<file path="config.mk">
export PLATFORM = sky130hd
export DESIGN_NAME = mcmq_ctrl
export DESIGN_NICKNAME = d
export VERILOG_FILES = /design/src/rtl/multi_channel_message_queues_assert.svh /design/src/rtl/mcmq_pkg.sv /design/src/rtl/mcmq_ctrl.sv
export SDC_FILE = /design/constraint.sdc
export NUM_CORES = 1
export LEC_CHECK = 0
export BUFFER_PORTS_ARGS = -buffer_cell sky130_fd_sc_hd__buf_4
export CAP_MARGIN = 10
export CORE_AREA = 5 5 42 44
export DETAILED_ROUTE_END_ITERATION = 10
export DIE_AREA = 0 0 47 49
export PLACE_DENSITY = 0.46
export SYNTH_ARGS = -nofsm -noshare
export SYNTH_HDL_FRONTEND = slang
export SYNTH_SLANG_ARGS = --single-unit
</file>
<file path="constraint.sdc">
create_clock -name clk -period 1.3 [get_ports clk]
set_clock_uncertainty 0.1 [all_clocks]
set_input_delay 0.065 -clock clk [delete_from_list [all_inputs] [get_ports clk]]
set_output_delay 0.065 -clock clk [all_outputs]
set_load 0.005 [all_outputs]
</file>
<file path="src/rtl/multi_channel_message_queues_assert.svh">
// Assertion macros for the mailbox engine.
`ifndef MULTI_CHANNEL_MESSAGE_QUEUES_ASSERT_SVH
`define MULTI_CHANNEL_MESSAGE_QUEUES_ASSERT_SVH
// Implication checked on every clock edge outside reset.
`define MCMQ_ASSERT_IMP(label, lhs, rhs) \
  label: assert property (@(posedge clk) disable iff (rst) (lhs) |-> (rhs)) \
    else $error("assertion failed");
// Implication whose consequent is checked in the next cycle.
`define MCMQ_ASSERT_NEXT(label, lhs, rhs) \
  label: assert property (@(posedge clk) disable iff (rst) (lhs) |=> (rhs)) \
    else $error("assertion failed");
`endif

</file>
<file path="src/rtl/mcmq_pkg.sv">
// Package with types, codes and constants of the mailbox engine.
`timescale 1ns / 1ps
package mcmq_pkg;
  localparam int CHANNELS_DEF = 8;
  localparam int QUEUE_DEPTH_DEF = 16;
  localparam int BODY_WIDTH_DEF = 64;

  typedef enum logic [3:0] {
    OP_OPEN = 4'd0, OP_CLOSE = 4'd1, OP_SEND = 4'd2, OP_SEND_TO = 4'd3,
    OP_BROADCAST = 4'd4, OP_RECEIVE = 4'd5, OP_PEEK = 4'd6, OP_PENDING = 4'd7,
    OP_TICK = 4'd8
  } op_t;

  typedef enum logic [2:0] {
    ST_OK = 3'd0, ST_INACTIVE = 3'd1, ST_FULL = 3'd2, ST_EMPTY = 3'd3,
    ST_NOFREE = 3'd4, ST_NOSUB = 3'd5
  } status_t;

  typedef enum logic [2:0] {
    S_IDLE, S_SCAN, S_EXEC, S_READ, S_DONE
  } state_t;

  typedef struct packed {
    logic [3:0]  op;
    logic [2:0]  channel;
    logic [31:0] subscriber;
    logic [63:0] payload;
  } in_item_t;

  typedef struct packed {
    logic [2:0]  status;
    logic [2:0]  channel_out;
    logic [63:0] payload_out;
    logic [31:0] stamp_out;
    logic        pending;
  } out_item_t;

  // Controller to datapath.
  typedef struct packed {
    logic load;
    logic scan_step;
    logic exec;
    logic read;
  } cmd_t;

  // Datapath to controller.
  typedef struct packed {
    logic needs_scan;
    logic scan_last;
    logic needs_read;
  } stat_t;
endpackage

</file>
<file path="src/rtl/mcmq_ctrl.sv">
// Controller state machine of the mailbox engine.
`timescale 1ns / 1ps
module mcmq_ctrl (
  input  logic            clk,
  input  logic            rst,
  input  logic            in_valid,
  output logic            in_ready,
  output logic            out_valid,
  input  logic            out_ready,
  input  mcmq_pkg::stat_t stat,
  output mcmq_pkg::cmd_t  cmd
);
  mcmq_pkg::state_t state, state_next;

  always_ff @(posedge clk) begin
    if (rst) begin
      state <= mcmq_pkg::S_IDLE;
    end else begin
      state <= state_next;
    end
  end

  always_comb begin
    state_next = state;
    case (state)
      mcmq_pkg::S_IDLE: begin
        if (in_valid) state_next = mcmq_pkg::S_SCAN;
      end
      mcmq_pkg::S_SCAN: begin
        if (!stat.needs_scan || stat.scan_last) state_next = mcmq_pkg::S_EXEC;
      end
      mcmq_pkg::S_EXEC: begin
        state_next = stat.needs_read ? mcmq_pkg::S_READ : mcmq_pkg::S_DONE;
      end
      mcmq_pkg::S_READ: state_next = mcmq_pkg::S_DONE;
      mcmq_pkg::S_DONE: begin
        if (out_ready) state_next = mcmq_pkg::S_IDLE;
      end
      default: state_next = mcmq_pkg::S_IDLE;
    endcase
  end

  always_comb begin
    in_ready = 1'b0;
    out_valid = 1'b0;
    cmd = '0;
    case (state)
      mcmq_pkg::S_IDLE: begin
        in_ready = 1'b1;
        cmd.load = in_valid;
      end
      mcmq_pkg::S_SCAN: cmd.scan_step = stat.needs_scan;
      mcmq_pkg::S_EXEC: cmd.exec = 1'b1;
      mcmq_pkg::S_READ: cmd.read = 1'b1;
      mcmq_pkg::S_DONE: out_valid = 1'b1;
      default: ;
    endcase
  end
endmodule

</file>
==> impl_metrics.toml, run 1 <==
[cts]
clock_tree.htree_level_count = 1
clk_root_buffer_cell = "clkbuf_4"
cts_tree = "yes"
worst_setup_hold_path_clk_slew_ns = 0.04
cts_max_path_buffers = 2
insertion_delay_ns = 0.23
cts_inserted_buffers = 3
cts.sink_count = 3

[worst_setup_path]
start_kind = "register"
ff_to_ff_path_depth = 3
critical_path.max_fanout = 5
required_ns = 1.31
worstPathArrival_ns = 1.22
worst_setup_path_end_kind = "register"
worstSetupPathType = "reg -> reg"

[synth]
ys_top_cells_by_area = "dfxtp_1 31%, and3_2 7.8%, inv_1 7.8%, a211oi_2 6.5%, a2111oi_1 5.2%"
mappedNetlistArea_sq_um = 193
postSynth.topFlopCell = "dfxtp_1"
synthesis.yosys.warnings = 0
synthesis.area_per_instance_sq_um = 8.38
post-synth-top-count-cell = "inv_1"
synth_enable_flop_cells = 0
seq_area_frac_synth_pct = 31.2
post_synth_inst_count = 23
syn-num-nets = 30
synth.top_cells.by_count = "4 x inv_1, 3 x dfxtp_1, 2 x and3_2"
synthDominantCellAreaShare_pct = 31.2
ys_async_sr_fraction_pct = 0
synth_top_area_cell = "dfxtp_1"
synth-seq-cells = 3
yosys.cell_types.count = 17

[detailed_routing]
drt-vias-per-instance = 4.05
drt-pass1-iter-count = 4
remaining_drc_errors = 0
antenna_left = 0
wire_per_inst_um = 10.0
number_of_vias_after_detailed_routing = 227
drt_iter0_drc = 4
route.final.wire_length_um = 560

[layout]
top_register = "state"
proportion_of_layout_cells_with_a_drive_suffix_above_1_pct = 65.0
top_regs = "state (3)"
area_growth_pct = 93.5
layout.nets = 48
finish.cell_count_without_fillers = 56
n_antenna_cell = 0
stdcell_area_sq_um = 373
flip_flop_count_of_the_largest_register_after_layout = 3

[floorplanning]
start_util_pct = 13.8
ios = 13
fp-row-count = 14
die_w_um = 47
die-area_sq_um = 2300
core_region_area_sq_um = 1400
dieHeight_um = 49

[timing]
final_period_minus_worst_setup_slack_ns = 1.22
final-hold-violation-count = 0
relSlewSlack_pct = 81.1
pin_slew_with_the_least_headroom_to_its_limit_ns = 0.283
timing.setup.tns_ns = 0
maxSlewViolCount = 0
timing.final.ws_setup_ns = 0.0840
rsz_0062_raised_after_global_routing = "no"
setup-violations-final = 0
max_freq_ghz = 0.822
layout_worst_path_cycle_share_pct = 93.5

[power_and_ir_drop]
totalPowerFinal_uw = 368
max-vdd-ir-drop_mv = 0.607
powerDensity_nw_per_um2 = 988
static-leakage-power_uw = 0.000169

[global_routing]
number_of_global_route_vias_before_repair = 206
grt_first_pass_wirelength_um = 869
gr-total-overflow = 0
grt_antenna_before_repair = 0
grt_max_degree = 11
grt.total_usage_pct = 5.28

[place]
placed_cells_incl_taps = 50
weighted_congestion_reported_at_the_end_of_routability_driven_placement = 0.664
port-buffer-count = 12
dpl_cell_area_sq_um = 298
preCtsSetupSlack_ns = 0.141

[worst_hold_path]
worst_hold_path_type = "in -> reg"
holdPathStages = 3

[status]
outcome = "complete, no violations"

[run]
maxCapViolCount = 0
## metal layers
layer  vias up  part of all wire, %  track usage [%]
met5         -                    0                0
met1        98                   49             6.36
li1        118                    -                -
met2        11                   38             6.33
met3         0                   13             6.64
met4         0                    0                0
## layout make-up
type,instances,area [sq um]
multi-input cells,15,138
repair buffers,14,108
fillers,161,1030
clock buffers,4,26.3
well taps,16,20.0
inverters,4,15.0
flip-flops and latches,3,66.3
## critical path, cell delays in order, from the launching register on
cell and delay [ns]:
dfxtp_4 0.35, buf_4 0.14, nand2b_1 0.15, a2111oi_1 0.36
## placed cells by master (no fill, tap or decap), drive strengths merged
cell type,count
buf,13
and3,2
nor3,1
nor4b,1
dfxtp,3
dlygate4sd3,1
a32oi,1
clkbuf,4
and2,1
nand2b,1
nand3,1
a211o,1
a2111oi,1
nor3b,1
a211oi,1
inv,4
a311oi,1
nor2,1
nor2b,1
## worst paths after layout
path / slack [ns] / endpoint / from
worst max-delay path: 0.08 / state[0] / state[0]
worst min-delay path: 0.04 / state[1] / stat[0]
worst min register to register: 0.40 / state[1] / state[2]
worst max register to register: 0.08 / state[0] / state[0]
## per-stage QoR
step,hold WS [ns],util [%]
floorplan,0.0296,-
global placement,0.153,21.3
detailed placement,0.150,21.3
CTS,0.0357,24.3
global route,0.0400,26.6
finish,0.0369,26.6
## where the power goes
group / internal [uW] / total, uW / leakage [uW] / switching, uW
combinational: 59.7 / 93.0 / 0.000128 / 33.3
clock: 115 / 159 / 0.0000150 / 44.0
sequential: 101 / 117 / 0.0000261 / 15.6
total: 275 / 368 / 0.000169 / 92.9
## repair_timing
item                                    CTS  global route
hold buffers                              1             0
pin swaps                                 0             1
resized for setup                         2             7
endpoints found under the setup margin    2             5
setup buffers                             0             1
endpoints found under the hold margin     3             0
## cells by family after synthesis
kind of cell    count (synthesis)  synth area share [%]
simple gates                   10                  33.1
compound gates                  5                  25.3
buf+inv                         5                  10.4
flops                           3                  31.2
(Power assumes the default switching activity.)
==> run 2: changes to the inputs <==
- RECOVER_POWER: not set -> 100
- SETUP_SLACK_MARGIN: not set -> 0.1
==> run 2 against run 1 <==
  * Sequential power about the same
  * Design area increased by 5.0%
  * Power grew 3.4%
  * Largest power group unchanged
  * Die area is the same
  * First-iteration DRC count is 25% higher
  * Critical path depth stayed put
  * Clock power about the same
  * Fmax is 1.8% lower
  * Count of clock-buffer cells in the layout is the same
  * Critical path type unchanged
==> impl_metrics.toml, run 2 (same netlist as run 1, synthesis figures left out) <==
[cts]
clk_root_buffer_cell = "clkbuf_4"
cts_inserted_buffers = 3
insertion_delay_ns = 0.23
cts_max_path_buffers = 2
worst_setup_hold_path_clk_slew_ns = 0.04
cts.sink_count = 3
cts_tree = "yes"
clock_tree.htree_level_count = 1

[place]
weighted_congestion_reported_at_the_end_of_routability_driven_placement = 0.664
preCtsSetupSlack_ns = 0.141
port-buffer-count = 12
placed_cells_incl_taps = 50
dpl_cell_area_sq_um = 298

[worst_setup_path]
worstPathArrival_ns = 1.25
required_ns = 1.31
worstSetupPathType = "reg -> reg"
critical_path.max_fanout = 5
path_delay_family = "flip-flops"
critPathBufInv = 1
critPathSlowestCell = "dfxtp_4"
cp_cell_sequence = "buf_4 -> nand2b_1 -> a2111oi_2"
ff_to_ff_end = "state[0]"
start_kind = "register"
worst_setup_path_end_kind = "register"
slowest_delay_ns = 0.36
critical_path.reg2reg.startpoint = "state[0]"
r2r_slack_ns = 0.06
ff_to_ff_path_depth = 3

[run]
maxCapViolCount = 0

[layout]
top_regs = "state (3)"
layout.cells.most_common_list = "14 x buf_4, 3 x clkbuf_4, 2 x and3_2, 2 x inv_1, 2 x dfxtp_4"
finish.cell_count_without_fillers = 57
top_register = "state"
n_antenna_cell = 0
proportion_of_layout_cells_with_a_drive_suffix_above_1_pct = 68.3
area_growth_pct = 103
leading_cell_type_in_the_layout_fill_and_taps_excluded = "buf_4"
flip_flop_count_of_the_largest_register_after_layout = 3
layout.nets = 49
stdcell_area_sq_um = 392

[timing]
final-hold-violation-count = 0
max_freq_ghz = 0.808
timing.final.ws_setup_ns = 0.0618
rsz_0062_raised_after_global_routing = "yes"
relSlewSlack_pct = 79.3
final_period_minus_worst_setup_slack_ns = 1.24
maxSlewViolCount = 0
layout_worst_path_cycle_share_pct = 95.2
timing.setup.tns_ns = 0
setup-violations-final = 0
pin_slew_with_the_least_headroom_to_its_limit_ns = 0.309

[floorplanning]
dieHeight_um = 49
start_util_pct = 13.8
fp-row-count = 14
ios = 13
core_region_area_sq_um = 1400
die_w_um = 47
die-area_sq_um = 2300

[detailed_routing]
wire_per_inst_um = 10.9
antenna_left = 0
drt_iter0_drc = 5
route.final.wire_length_um = 619
drt-pass1-iter-count = 4
drt-vias-per-instance = 4.25
remaining_drc_errors = 0
number_of_vias_after_detailed_routing = 242

[worst_hold_path]
worst_hold_path_type = "in -> reg"
holdPathStages = 3
holdPathEnd = "state[1]"
hold_path_startpoint = "stat[0]"

[global_routing]
gr-total-overflow = 0
grt_antenna_before_repair = 0
number_of_global_route_vias_before_repair = 214
grt_max_degree = 11
grt.total_usage_pct = 5.49
grt_first_pass_wirelength_um = 903

[power_and_ir_drop]
powerDensity_nw_per_um2 = 973
static-leakage-power_uw = 0.000172
max-vdd-ir-drop_mv = 0.727

[status]
outcome = "complete, no violations"
-- run 2: how the worst max path moves through the flow --
stage,cells after the start,end,startpoint,slack [ns]
floorplan,3,state[1],state[1],0.24
global placement,3,state[1],state[0],0.15
detailed placement,3,state[1],state[0],0.14
CTS,3,cmd[2],state[0],0.07
global route,3,out_valid,state[0],0.01
finish,3,state[0],state[0],0.06
-- run 2: repair_timing --
item                                    in CTS  in global routing
resized for setup                            8                  7
endpoints found under the setup margin       6                  3
hold endpoints to repair                     3                  0
pin swaps                                    1                  1
hold buffers                                 1                  0
setup buffers                                0                  2
-- run 2: through the flow --
stage	hold slack, ns	utilization (%)	total power (uW)
after global placement	0.153	21.3	192
final	0.0280	27.9	381
after CTS	0.0258	25.6	369
after detailed placement	0.150	21.3	192
after floorplan	0.0296	-	148
after global routing	0.0374	27.9	419
-- run 2: cell type report --
| class | instances | area, sq um |
|---|---|---|
| clock buffers | 4 | 26.3 |
| repair buffers | 15 | 115 |
| inverters | 4 | 17.5 |
| fillers | 160 | 1010 |
| flip-flops and latches | 3 | 68.8 |
| multi-input cells | 15 | 144 |
| well taps | 16 | 20.0 |
-- run 2: metal layers --
metal / share of wire (%) / routed length, um / global-route usage [%] / up-vias
li1: - / - / - / 122
met1: 46 / 282 / 7.02 / 109
met2: 44 / 275 / 6.56 / 11
met3: 10 / 62 / 6.27 / 0
met4: 0 / 0 / 0 / 0
met5: 0 / 0 / 0 / -
-- run 2: tightest hold or removal path: cells and delay by family --
kind                   cells  cell delay (ns)
AND/OR/NAND/NOR            1             0.07
buffers and inverters      1             0.11
AO/OA/AOI/OAI              1             0.06
-- run 2: power by group --
group | switching [uW] | leakage (uW) | internal (uW)
clock | 44.2 | 0.0000150 | 115
sequential | 18.7 | 0.0000264 | 100
combinational | 36.9 | 0.000131 | 66.1
total | 99.8 | 0.000172 | 281
==> run 3: changes to the inputs <==
- SETUP_SLACK_MARGIN: 0.1 -> not set
==> run 3 against run 2 <==
  * Utilization decreased by 1.8 points
  * Design area decreased by 6.4%
  * Worst hold slack about the same
  * Sequential power about the same
  * Critical path type is now reg -> out
  * Largest cell class unchanged
  * Highest routed layer unchanged
==> impl_metrics.toml, run 3 (same netlist as run 1, synthesis figures left out) <==
[layout]
top_register = "state"
layout.cells.most_common_list = "9 x buf_4, 7 x clkbuf_4, 3 x inv_1"
proportion_of_layout_cells_with_a_drive_suffix_above_1_pct = 62.5
area_growth_pct = 90.3
leading_cell_type_in_the_layout_fill_and_taps_excluded = "buf_4"
n_antenna_cell = 0
layout.nets = 48
final.fill_count = 162
top_regs = "state (3)"
flip_flop_count_of_the_largest_register_after_layout = 3

[worst_setup_path]
critical_path.reg2reg.startpoint = "state[0]"
r2r_slack_ns = 0.09
worstPathArrival_ns = 1.06
worst_setup_path_end_kind = "output port"
critical_path.max_fanout = 5
ff_to_ff_path_depth = 3
required_ns = 1.13
worstSetupPathType = "reg -> out"
ff_to_ff_end = "state[0]"
start_kind = "register"

[worst_hold_path]
worst_hold_path_type = "in -> reg"
holdPathEnd = "state[1]"
hold_path_startpoint = "stat[0]"
holdPathStages = 3

[timing]
max_freq_ghz = 0.815
rsz_0062_raised_after_global_routing = "no"
timing.setup.tns_ns = 0
layout_worst_path_cycle_share_pct = 94.3
setup-violations-final = 0
final_period_minus_worst_setup_slack_ns = 1.23
relSlewSlack_pct = 79.8
maxSlewViolCount = 0
timing.final.ws_setup_ns = 0.0735
pin_slew_with_the_least_headroom_to_its_limit_ns = 0.296
final-hold-violation-count = 0

[global_routing]
grt.total_usage_pct = 5.28
grt_antenna_before_repair = 0
number_of_global_route_vias_before_repair = 206
grt_max_degree = 11
gr-total-overflow = 0
grt_first_pass_wirelength_um = 869

[detailed_routing]
drt_iter0_drc = 2
antenna_left = 0
drt-pass1-iter-count = 3
route.final.wire_length_um = 561
number_of_vias_after_detailed_routing = 228
wire_per_inst_um = 10.0
drt-vias-per-instance = 4.07
remaining_drc_errors = 0

[floorplanning]
ios = 13
start_util_pct = 13.8
dieHeight_um = 49
core_region_area_sq_um = 1400
fp-row-count = 14
die-area_sq_um = 2300
die_w_um = 47

[cts]
cts_tree = "yes"
cts_inserted_buffers = 3
worst_setup_hold_path_clk_slew_ns = 0.04
cts.sink_count = 3
cts_max_path_buffers = 2
clock_tree.htree_level_count = 1
insertion_delay_ns = 0.23
clk_root_buffer_cell = "clkbuf_4"

[place]
weighted_congestion_reported_at_the_end_of_routability_driven_placement = 0.664
preCtsSetupSlack_ns = 0.141
port-buffer-count = 12

[power_and_ir_drop]
max-vdd-ir-drop_mv = 0.606
static-leakage-power_uw = 0.000166
powerDensity_nw_per_um2 = 993

[run]
maxCapViolCount = 0

[status]
outcome = "complete, no violations"
==> run 3: worst max-delay path by stage <==
stage                        start   endpoint  slack, ns
after floorplan           state[1]   state[1]       0.24
after global placement    state[0]   state[1]       0.15
after detailed placement  state[0]   state[1]       0.14
after CTS                 state[2]  out_valid     -0.006
after global routing      state[1]     cmd[3]      0.007
final                     state[0]     cmd[2]       0.07
==> run 3: stage by stage <==
step | area [sq um] | hold WS, ns | util (%) | cells | power, uW
floorplan | 193 | 0.0296 | - | 23 | 148
global placement | 298 | 0.153 | 21.3 | 50 | 192
detailed placement | 298 | 0.150 | 21.3 | 50 | 192
CTS | 340 | 0.0357 | 24.3 | 55 | 367
global route | 367 | 0.0405 | 26.2 | 56 | 402
finish | 367 | 0.0280 | 26.2 | 56 | 364
==> run 3: cell type report <==
type	instances	area, sq um	share of cell area [%]
timing repair buffer	14	108	29.4
inverter	4	15.0	4.10
tap	16	20.0	5.46
sequential	3	66.3	18.1
multi-input combinational	15	131	35.8
clock buffer	4	26.3	7.17
==> run 3: what timing repair did <==
action                                  in CTS  in global routing
endpoints found under the setup margin       2                  5
endpoints found under the hold margin        3                  0
gates resized for setup                      2                  7
buffers inserted                             0                  1
hold buffers                                 1                  0
pin swaps                                    0                  1
==> run 3: metal layers <==
metal / track usage [%] / wire (um) / up-vias
met1: 6.36 / 266 / 99
li1: - / - / 118
met5: 0 / 0 / -
met2: 6.33 / 220 / 11
met3: 6.64 / 74 / 0
met4: 0 / 0 / 0
==> run 3: critical path: stages (launching register included) <==
cell      delay [ns]
dfxtp_4         0.36
inv_2           0.06
nor4b_4         0.25
clkbuf_4        0.17
==> run 3: power by group <==
group          switching, uW  internal [uW]  total (uW)
sequential              15.0            101         116
clock                   44.0            115         159
combinational           32.1           57.3        89.3
total                   91.1            273         364
